**src/design/ipu_pkg.sv**
```systemverilog
// shared types, register indexes and constants of the integer pixel upscaler
`default_nettype none

package ipu_pkg;

	localparam int MAX_WIDTH_DEF = 4096;
	localparam int MAX_SCALE_DEF = 100;

	localparam int CFG_IDX_W  = 2;
	localparam int CFG_DATA_W = 16;

	// configuration register indexes
	localparam logic [CFG_IDX_W-1:0] CFG_SCALE  = 2'd0;
	localparam logic [CFG_IDX_W-1:0] CFG_WIDTH  = 2'd1;
	localparam logic [CFG_IDX_W-1:0] CFG_HEIGHT = 2'd2;

	// input function codes
	localparam logic FUNC_PUSH = 1'b0;
	localparam logic FUNC_PULL = 1'b1;

	// output element kinds
	localparam logic [1:0] KIND_NONE  = 2'd0;
	localparam logic [1:0] KIND_PIXEL = 2'd1;
	localparam logic [1:0] KIND_PAD   = 2'd2;

	typedef struct packed {
		logic        func;
		logic [23:0] pixel_in;
	} in_word_t;

	typedef struct packed {
		logic        push_accepted;
		logic [1:0]  out_kind;
		logic [23:0] out_pixel;
		logic        row_end;
		logic        frame_end;
	} out_word_t;

	typedef struct packed {
		logic [6:0]  scale_factor;
		logic [12:0] source_width;
		logic [15:0] source_height;
	} cfg_t;

	// per-word outcome of the sequencer, pixel data comes from the line buffer
	typedef struct packed {
		logic       push_accepted;
		logic [1:0] out_kind;
		logic       pix_sel;
		logic       row_end;
		logic       frame_end;
	} step_res_t;

endpackage

`default_nettype wire

```
**src/design/ipu_seq.sv**
```systemverilog
// replay sequencer: write column, row replay counters and padding phase
`default_nettype none

module ipu_seq #(
	parameter int MAX_WIDTH = ipu_pkg::MAX_WIDTH_DEF,
	parameter int MAX_SCALE = ipu_pkg::MAX_SCALE_DEF,
	parameter int AW        = (MAX_WIDTH > 1) ? $clog2(MAX_WIDTH) : 1
) (
	input  wire logic              clk,
	input  wire logic              arst_n,
	input  wire logic              step,
	input  wire logic              func,
	input  wire ipu_pkg::cfg_t     cfg,
	output ipu_pkg::step_res_t     res,
	output logic                   mem_we,
	output logic [AW-1:0]          mem_waddr,
	output logic                   mem_re,
	output logic [AW-1:0]          mem_raddr
);

	import ipu_pkg::*;

	localparam int WW = $clog2(MAX_WIDTH + 1);
	localparam int SW = $clog2(MAX_SCALE + 1);

	logic [AW-1:0] wr_col_q, wr_col_n;
	logic          row_ready_q, row_ready_n;
	logic [AW-1:0] rd_col_q, rd_col_n;
	logic [SW-1:0] across_q, across_n;
	logic [SW-1:0] down_q, down_n;
	logic [1:0]    pad_cnt_q, pad_cnt_n;
	logic [15:0]   src_row_q, src_row_n;
	logic          in_pad_q, in_pad_n;

	logic [SW-1:0] s_eff;
	logic [WW-1:0] w_eff;
	logic [15:0]   h_eff;
	logic [31:0]   w_ext, s_ext;
	logic [3:0]    pad_prod;
	logic [1:0]    pad;

	logic [WW-1:0] wc_inc, rc_inc;
	logic [SW-1:0] ac_inc, dr_inc;
	logic [2:0]    pc_inc;
	logic [16:0]   sr_inc;
	logic          row_done;

	// out-of-range registers clamp to the nearest legal value
	always_comb begin
		if (cfg.scale_factor == '0) begin
			s_eff = SW'(1);
		end else if (32'(cfg.scale_factor) > 32'(MAX_SCALE)) begin
			s_eff = SW'(MAX_SCALE);
		end else begin
			s_eff = SW'(cfg.scale_factor);
		end
		if (cfg.source_width == '0) begin
			w_eff = WW'(1);
		end else if (32'(cfg.source_width) > 32'(MAX_WIDTH)) begin
			w_eff = WW'(MAX_WIDTH);
		end else begin
			w_eff = WW'(cfg.source_width);
		end
		h_eff = (cfg.source_height == '0) ? 16'd1 : cfg.source_height;
	end

	// bmp row padding is (width*scale) mod 4, only the low two bits matter
	assign w_ext    = 32'(w_eff);
	assign s_ext    = 32'(s_eff);
	assign pad_prod = {2'b00, w_ext[1:0]} * {2'b00, s_ext[1:0]};
	assign pad      = pad_prod[1:0];

	assign wc_inc = WW'(wr_col_q) + WW'(1);
	assign rc_inc = WW'(rd_col_q) + WW'(1);
	assign ac_inc = across_q + SW'(1);
	assign dr_inc = down_q + SW'(1);
	assign pc_inc = {1'b0, pad_cnt_q} + 3'd1;
	assign sr_inc = {1'b0, src_row_q} + 17'd1;

	always_comb begin
		wr_col_n    = wr_col_q;
		row_ready_n = row_ready_q;
		rd_col_n    = rd_col_q;
		across_n    = across_q;
		down_n      = down_q;
		pad_cnt_n   = pad_cnt_q;
		src_row_n   = src_row_q;
		in_pad_n    = in_pad_q;
		res         = '{push_accepted: 1'b0, out_kind: KIND_NONE, pix_sel: 1'b0,
			row_end: 1'b0, frame_end: 1'b0};
		mem_we      = 1'b0;
		mem_waddr   = wr_col_q;
		mem_re      = 1'b0;
		mem_raddr   = rd_col_q;
		row_done    = 1'b0;

		if (func == FUNC_PUSH) begin
			// pushes are refused while a row is being replayed
			if (!row_ready_q) begin
				mem_we            = step;
				res.push_accepted = 1'b1;
				if (wc_inc >= w_eff) begin
					wr_col_n    = '0;
					row_ready_n = 1'b1;
					down_n      = '0;
					rd_col_n    = '0;
					across_n    = '0;
					pad_cnt_n   = '0;
					in_pad_n    = 1'b0;
				end else begin
					wr_col_n = AW'(wc_inc);
				end
			end
		end else if (row_ready_q) begin
			if (!in_pad_q) begin
				res.out_kind = KIND_PIXEL;
				res.pix_sel  = 1'b1;
				mem_re       = step;
				if (ac_inc >= s_eff) begin
					across_n = '0;
					if (rc_inc >= w_eff) begin
						rd_col_n = '0;
						if (pad == 2'd0) begin
							row_done = 1'b1;
						end else begin
							in_pad_n  = 1'b1;
							pad_cnt_n = '0;
						end
					end else begin
						rd_col_n = AW'(rc_inc);
					end
				end else begin
					across_n = ac_inc;
				end
			end else begin
				res.out_kind = KIND_PAD;
				pad_cnt_n    = pc_inc[1:0];
				if (pc_inc >= {1'b0, pad}) begin
					row_done = 1'b1;
				end
			end

			if (row_done) begin
				res.row_end = 1'b1;
				rd_col_n    = '0;
				across_n    = '0;
				pad_cnt_n   = '0;
				in_pad_n    = 1'b0;
				if (dr_inc >= s_eff) begin
					down_n      = '0;
					row_ready_n = 1'b0;
					if (sr_inc >= {1'b0, h_eff}) begin
						src_row_n     = '0;
						res.frame_end = 1'b1;
					end else begin
						src_row_n = sr_inc[15:0];
					end
				end else begin
					down_n = dr_inc;
				end
			end
		end
	end

	always_ff @(posedge clk or negedge arst_n) begin
		if (!arst_n) begin
			wr_col_q    <= '0;
			row_ready_q <= 1'b0;
			rd_col_q    <= '0;
			across_q    <= '0;
			down_q      <= '0;
			pad_cnt_q   <= '0;
			src_row_q   <= '0;
			in_pad_q    <= 1'b0;
		end else if (step) begin
			wr_col_q    <= wr_col_n;
			row_ready_q <= row_ready_n;
			rd_col_q    <= rd_col_n;
			across_q    <= across_n;
			down_q      <= down_n;
			pad_cnt_q   <= pad_cnt_n;
			src_row_q   <= src_row_n;
			in_pad_q    <= in_pad_n;
		end
	end

	// padding only ever happens inside a row that is being replayed
	assert property (@(posedge clk) disable iff (!arst_n) in_pad_q |-> row_ready_q)
		else $error("padding phase outside a ready row");

	// with no row ready the replay position must sit at its start
	assert property (@(posedge clk) disable iff (!arst_n)
		!row_ready_q |-> (rd_col_q == '0 && across_q == '0 && pad_cnt_q == '0))
		else $error("replay counters not rewound while filling");

	// the buffer is never written and read by the same word
	assert property (@(posedge clk) disable iff (!arst_n) !(mem_we && mem_re))
		else $error("line buffer written and read together");

endmodule

`default_nettype wire
```
**config.mk**
```make
export PLATFORM = sky130hd
export DESIGN_NAME = ipu_seq
export DESIGN_NICKNAME = d
export VERILOG_FILES = /design/src/design/ipu_pkg.sv /design/src/design/ipu_seq.sv
export SDC_FILE = /design/constraint.sdc
export NUM_CORES = 1
export LEC_CHECK = 0
export BUFFER_PORTS_ARGS = -buffer_cell sky130_fd_sc_hd__buf_2
export CAP_MARGIN = 10
export CORE_UTILIZATION = 57
export DETAILED_ROUTE_END_ITERATION = 6
export HOLD_SLACK_MARGIN = 0.03
export PLACE_DENSITY = 0.88
export SYNTH_ARGS = -nofsm -noshare
export SYNTH_HDL_FRONTEND = slang
export SYNTH_SLANG_ARGS = --single-unit
```
**constraint.sdc**
```tcl
create_clock -name clk -period 7 [get_ports clk]
set_clock_uncertainty 0.1 [all_clocks]
set_input_delay 0.7 -clock clk [delete_from_list [all_inputs] [get_ports clk]]
set_output_delay 0.7 -clock clk [all_outputs]
set_load 0.05 [all_outputs]
```
==> run_results.csv, run 1 <==
group,metric,value,unit
run_status,status,"completed",
power_and_ir_drop,switchingPower,614.9,uW
yosys,synth-edff-count,0,
clocking,cts_setup_buffers,0,
floorplan,row_count,34,
drt,drtPass1Iterations,6,
placement,io_buffers,71,
floorplan,coreArea,0.008678,mm^2
clocking,clock_path_buffers,2,
timing,final_hold_viol_count,0,
clocking,clkSinkCount,58,
timing,tns,0,ps
timing,timing.fmax,204.6,MHz
power_and_ir_drop,fin_total_pwr,1.454,mW
layout,n_antenna_cell,0,
yosys,synth.distinct_cells,59,
worst_setup_path,max_stage_delay,610,ps
clocking,path_clk_slew,80,ps
drt,drc,0,
worst_setup_path,critPathCaptureType,"output port",
clocking,cts_resized,0,
power_and_ir_drop,peakVddDrop,0.1326,mV
timing,worstMarginPinSlew,769.3,ps
clocking,cts_tree,"done",
layout,nets,772,
power_and_ir_drop,internal-power,838.9,uW
worst_setup_path,cp_cell_sequence,"and3_1, nand3_1, nor2_1, and3_1, and3_1, xnor2_1, inv_1, ha_1, a21o_1, a211oi_1, a211oi_2, a21oi_2, inv_1, and3_1, buf_2",
job,drv_cap,0,
power_and_ir_drop,pwr-share-clk,26.3,%
layout,fill_cells,694,
worst_setup_path,slowest_stage,"a21oi_2",
drt,route.vias.total,4872,
worst_setup_path,rr_endpoint,"src_row_q[10]",
clocking,cts_root_buf,"clkbuf_8",
drt,routedWlPerCell,16.07,um
worst_setup_path,rr_startpoint,"src_row_q[0]",
global_routing,track_usage,28.10,%
yosys,mappedNetlistArea,0.005071,mm^2
worst_setup_path,cp-start-kind,"flop",
layout,final_common_cell,"buf_2",
drt,viasPerCell,6.238,
worst_setup_path,crit_required,6200,ps
yosys,synth_nets,706,
global_routing,grt_max_degree,59,
global_routing,busiest_layer,"met2",
worst_setup_path,crit_fanout,19,
drt,initialDrtViolationCount,263,
layout,areaGrowthSynthToFinish,12.95,%
timing,period_share,69.82,%
placement,dp.final_hpwl,9429,um
clocking,insertion_delay,350,ps
power_and_ir_drop,power.density,253.8,mW/mm^2
floorplan,start_util,58.43,%
yosys,synth-main-ff-cell,"dfrtp_1",
power_and_ir_drop,leakage,2.972,nW
worst_setup_path,critPathMostFrequentCell,"and3_1",
global_routing,grt-ovfl-total,0,
clocking,h-tree-depth,3,
floorplan,die-area,0.009278,mm^2
yosys,netlist_instances,602,
yosys,syn_avg_cell_area,8.424,um^2
yosys,async_flop_share,100.0,%
global_routing,grtUsageMet3,5.450,%
hold_path,hp-class,"in -> async",
yosys,synth_seq_cells,58,
yosys,ys_warn_count,0,
global_routing,met2_usage,48.88,%
worst_setup_path,cp.arrival,4090,ps
floorplan,io_pins,72,
drt,wirelength,12550,um
layout,drive_gt1_share,15.60,%
timing,setup_viol,0,
floorplan,die_w,96.32,um
power_and_ir_drop,comb_power_share,41.2,%
timing,period_needed,4887,ps
drt,drtAntennaViolNets,0,
global_routing,met1_usage,31.65,%
floorplan,die_h,96.32,um
worst_setup_path,reg2reg_slack,2790,ps
timing,rsz0062_at_grt,"false",
global_routing,antenna_found_initial,0,
clocking,holdBufCountCts,0,
yosys,ys_seq_area_share,28.62,%
worst_setup_path,rr_worst_depth,12,
power_and_ir_drop,p_sw_share,42.30,%
power_and_ir_drop,p_seq_share,32.5,%
layout,final_cell_mix,"71 x buf_2, 64 x nand2_1, 63 x ha_1",
placement,place_congestion,0.9770,
clocking,cts_buffers,9,
timing,relSlewSlack,48.36,%
global_routing,grt_pass1_wl,20220,um
worst_setup_path,critPathKind,"reg -> out",
timing,drv_slew,0,
global_routing,grt_pass1_vias,4627,
## through the flow
| step | instances | setup WS (ps) | cell area, um^2 | hold WS, ps | util [%] |
|---|---|---|---|---|---|
| floorplan | 602 | 2387 | 5071 | 304.4 | - |
| global placement | 765 | 2693 | 5487 | 402.8 | 63.22 |
| detailed placement | 765 | 2490 | 5487 | 416.6 | 63.22 |
| CTS | 781 | 2125 | 5728 | 420.1 | 66.00 |
| global route | 781 | 1756 | 5728 | 439.8 | 66.00 |
| finish | 781 | 2113 | 5728 | 384.1 | 66.00 |
## worst max-delay path, delay by kind of cell (launching register included)
kind	cells	cell delay [ps]
AO/OA/AOI/OAI	4	1280
adder cells (fa/ha/maj)	1	300
flip-flops	1	440
XOR/XNOR	1	130
AND/OR/NAND/NOR	6	1190
buffers and inverters	3	400
## cells in the mapped netlist, types with 5 or more instances
library cell / number / area (um^2)
a211oi_1: 7 / 52.55
a21o_1: 11 / 82.58
a21oi_1: 18 / 90.09
a32o_1: 5 / 50.05
and3_1: 16 / 100.1
buf_2: 9 / 45.04
clkbuf_1: 7 / 26.28
dfrtp_1: 58 / 1451
ha_1: 63 / 788.3
inv_1: 35 / 131.4
nand2_1: 64 / 240.2
nand2b_1: 17 / 106.4
nand3_1: 33 / 165.2
nand4_1: 16 / 100.1
nor2_1: 41 / 153.9
nor2b_1: 8 / 50.05
nor3_1: 5 / 25.02
nor4_1: 10 / 62.56
o21ai_0: 59 / 295.3
o21bai_1: 6 / 45.04
o31ai_1: 14 / 105.1
xnor2_1: 23 / 201.4
xor2_1: 21 / 183.9
## cell type report
class,instances,area (um^2),share of cell area [%]
multi-input combinational,491,3398,59.33
sequential,58,1451,25.34
timing repair buffer,73,370.4,6.466
tap,108,135.1,2.359
inverter,35,131.4,2.294
clock buffer,9,123.9,2.163
clock inverter,7,117.6,2.053
## worst max-delay path by stage
stage,from,to,slack [ps],cells after the start
3_3_place_gp,mem_raddr[0],res[0],2690,15
5_1_grt,mem_raddr[0],res[0],1760,15
6_report,mem_raddr[0],res[0],2110,15
3_5_place_dp,mem_raddr[0],res[0],2490,15
2_1_floorplan,mem_raddr[0],res[0],2390,15
4_1_cts,mem_raddr[0],res[0],2120,15
## cell families after synthesis
family | share of synthesized area (%)
xor gates and xnor gates | 7.599
buffers and inverters | 4.367
and+or+nand+nor | 23.00
DFF | 28.62
adders and majority gates | 15.94
AOI/OAI and AO/OA | 19.25
muxes | 1.234
## flip-flops by register name, indices dropped and copies added, names as in the netlist
register / cells
src_row_q: 16
across_q: 7
mem_waddr: 12
pad_cnt_q: 2
mem_raddr: 12
row_ready_q: 1
in_pad_q: 1
down_q: 7
## routing by layer
layer / routed length [um] / part of all wire (%)
met5: 0 / 0
met4: 520 / 4.1
met3: 623 / 5.0
met2: 6239 / 50
met1: 5170 / 41
## power groups by stage
| stage | registers (mW) | logic (mW) | clock network (mW) |
|---|---|---|---|
| after global routing | 0.482 | 0.663 | 0.399 |
| after detailed placement | 0.475 | 0.588 | 0 |
| after global placement | 0.470 | 0.554 | 0 |
| after CTS | 0.470 | 0.596 | 0.386 |
| final | 0.472 | 0.599 | 0.382 |
| after floorplan | 0.516 | 0.400 | 0 |
Power figures use the tool's default switching activity.
==> run 2: changes to the inputs <==
clock period = 4.8 ns   (was 7 ns; I/O delays follow)
==> run 2 against run 1 <==
Effect of this change:
- global-route usage shrank 0.22 points
- flip-flop and latch count is the same
- total power grew 34%
- largest power group unchanged
- critical path type unchanged
- largest cell class unchanged
==> run_results.csv, run 2 (synthesized netlist as in run 1, its figures left out) <==
group,metric,value,unit
run_status,status,"completed",
global_routing,busiest_layer,"met2",
drt,drtPass1Iterations,6,
clocking,holdBufCountCts,0,
floorplan,die_w,96.32,um
clocking,cts_buffers,9,
floorplan,row_count,34,
timing,worstMarginPinSlew,765.8,ps
global_routing,met1_usage,32.92,%
worst_setup_path,cpLargestDelayFamily,"simple AND/OR/NAND/NOR gates",
power_and_ir_drop,peakVddDrop,0.1926,mV
worst_setup_path,max_stage_delay,440,ps
floorplan,die-area,0.009278,mm^2
worst_setup_path,cp.arrival,3750,ps
worst_setup_path,crit_required,4220,ps
layout,largest_reg_flops,16,
clocking,insertion_delay,340,ps
timing,rsz0062_at_grt,"false",
layout,top_register,"src_row_q",
power_and_ir_drop,leakage,2.944,nW
timing,timing.fmax,230.9,MHz
layout,final_cell_mix,"71 x buf_2, 64 x nand2_1, 63 x ha_1",
global_routing,grtUsageMet3,5.292,%
layout,nets,775,
placement,io_buffers,71,
timing,final_hold_viol_count,0,
layout,areaGrowthSynthToFinish,11.77,%
clocking,cts_tree,"done",
layout,n_antenna_cell,0,
worst_setup_path,crit_fanout,6,
worst_setup_path,cp-start-kind,"flop",
drt,routedWlPerCell,16.15,um
placement,preCtsSetupSlack,838.0,ps
worst_setup_path,slowest_stage,"dfrtp_1",
layout,final_core_util,65.31,%
floorplan,coreArea,0.008678,mm^2
drt,drtAntennaViolNets,0,
drt,drc,0,
global_routing,grt_max_degree,59,
timing,drv_slew,0,
layout,final_common_cell,"buf_2",
job,drv_cap,0,
global_routing,grt-ovfl-total,0,
floorplan,die_h,96.32,um
floorplan,start_util,58.43,%
clocking,path_clk_slew,70,ps
placement,dp.cells,768,
layout,drive_gt1_share,15.85,%
timing,period_share,90.22,%
layout,finalNonFillerCells,783,
worst_setup_path,cp_cell_sequence,"ha_1, nand3_1, nor2_1, and3_1, xor2_1, ha_1, nand4_1, nor4_1, a311oi_1, nand3_1, and3_1, buf_2",
clocking,clock_path_buffers,2,
clocking,cts_setup_buffers,0,
clocking,h-tree-depth,3,
timing,period_needed,4330,ps
power_and_ir_drop,power.density,343.5,mW/mm^2
worst_setup_path,critPathKind,"reg -> out",
placement,dp.final_hpwl,9693,um
worst_setup_path,cp_num_buf_inv,1,
worst_setup_path,critPathCaptureType,"output port",
timing,tns,0,ps
global_routing,track_usage,27.88,%
timing,setup_viol,0,
timing,relSlewSlack,48.94,%
placement,place_congestion,0.8919,
global_routing,met2_usage,48.76,%
timing,hold_slack,182.9,ps
timing,fin_ws,469.6,ps
clocking,cts_root_buf,"clkbuf_8",
floorplan,io_pins,72,
drt,initialDrtViolationCount,318,
drt,route.vias.total,4848,
clocking,cts_resized,0,
drt,viasPerCell,6.192,
drt,wirelength,12640,um
hold_path,hp-class,"in -> async",
clocking,clkSinkCount,58,
global_routing,grt_pass1_vias,4459,
global_routing,antenna_found_initial,0,
global_routing,grt_pass1_wl,20120,um
## run 2: changes by cell type in the layout (fill, tap and decap cells not counted), sizes merged
cell	delta
buf	+3
bufinv	-3
clkinvlp	+2
## run 2: power breakdown
| part | internal (mW) | leakage (nW) | switching (mW) | total (mW) |
|---|---|---|---|---|
| logic | 0.317 | 2.08 | 0.563 | 0.880 |
| clock network | 0.180 | 0.0806 | 0.199 | 0.379 |
| registers | 0.571 | 0.781 | 0.117 | 0.688 |
| total | 1.07 | 2.94 | 0.879 | 1.95 |
## run 2: through the flow
step	total power [mW]	instance area, um^2
after floorplan	1.337	5071
after global placement	1.505	5509
after detailed placement	1.559	5509
after CTS	1.945	5668
after global routing	2.072	5668
final	1.947	5668
## run 2: worst paths after layout
path                              start            to  slack, ps  cells after the start
max in group asynchronous        arst_n  mem_raddr[1]       3890                      2
hold / removal                   arst_n  mem_waddr[8]        180                      2
setup / recovery           src_row_q[0]        res[0]        470                     12
min in group clk                   step   across_q[0]        420                      3
setup reg to reg           mem_raddr[0]  src_row_q[9]        750                     16
hold reg to reg             across_q[6]   across_q[6]        430                      1
## run 2: routing by layer
metal	part of all wire (%)	vias to the layer above
met5	0	-
met4	3.3	0
met3	5.6	43
met2	50	187
met1	41	2289
li1	-	2329
## run 2: final cells by class
cell class | instances | area [um^2]
repair buffers | 76 | 392.9
fillers | 691 | 3010
inverters | 35 | 131.4
flip-flops and latches | 58 | 1451
clock inverters | 6 | 35.03
multi-input cells | 491 | 3398
well taps | 108 | 135.1
clock buffers | 9 | 123.9
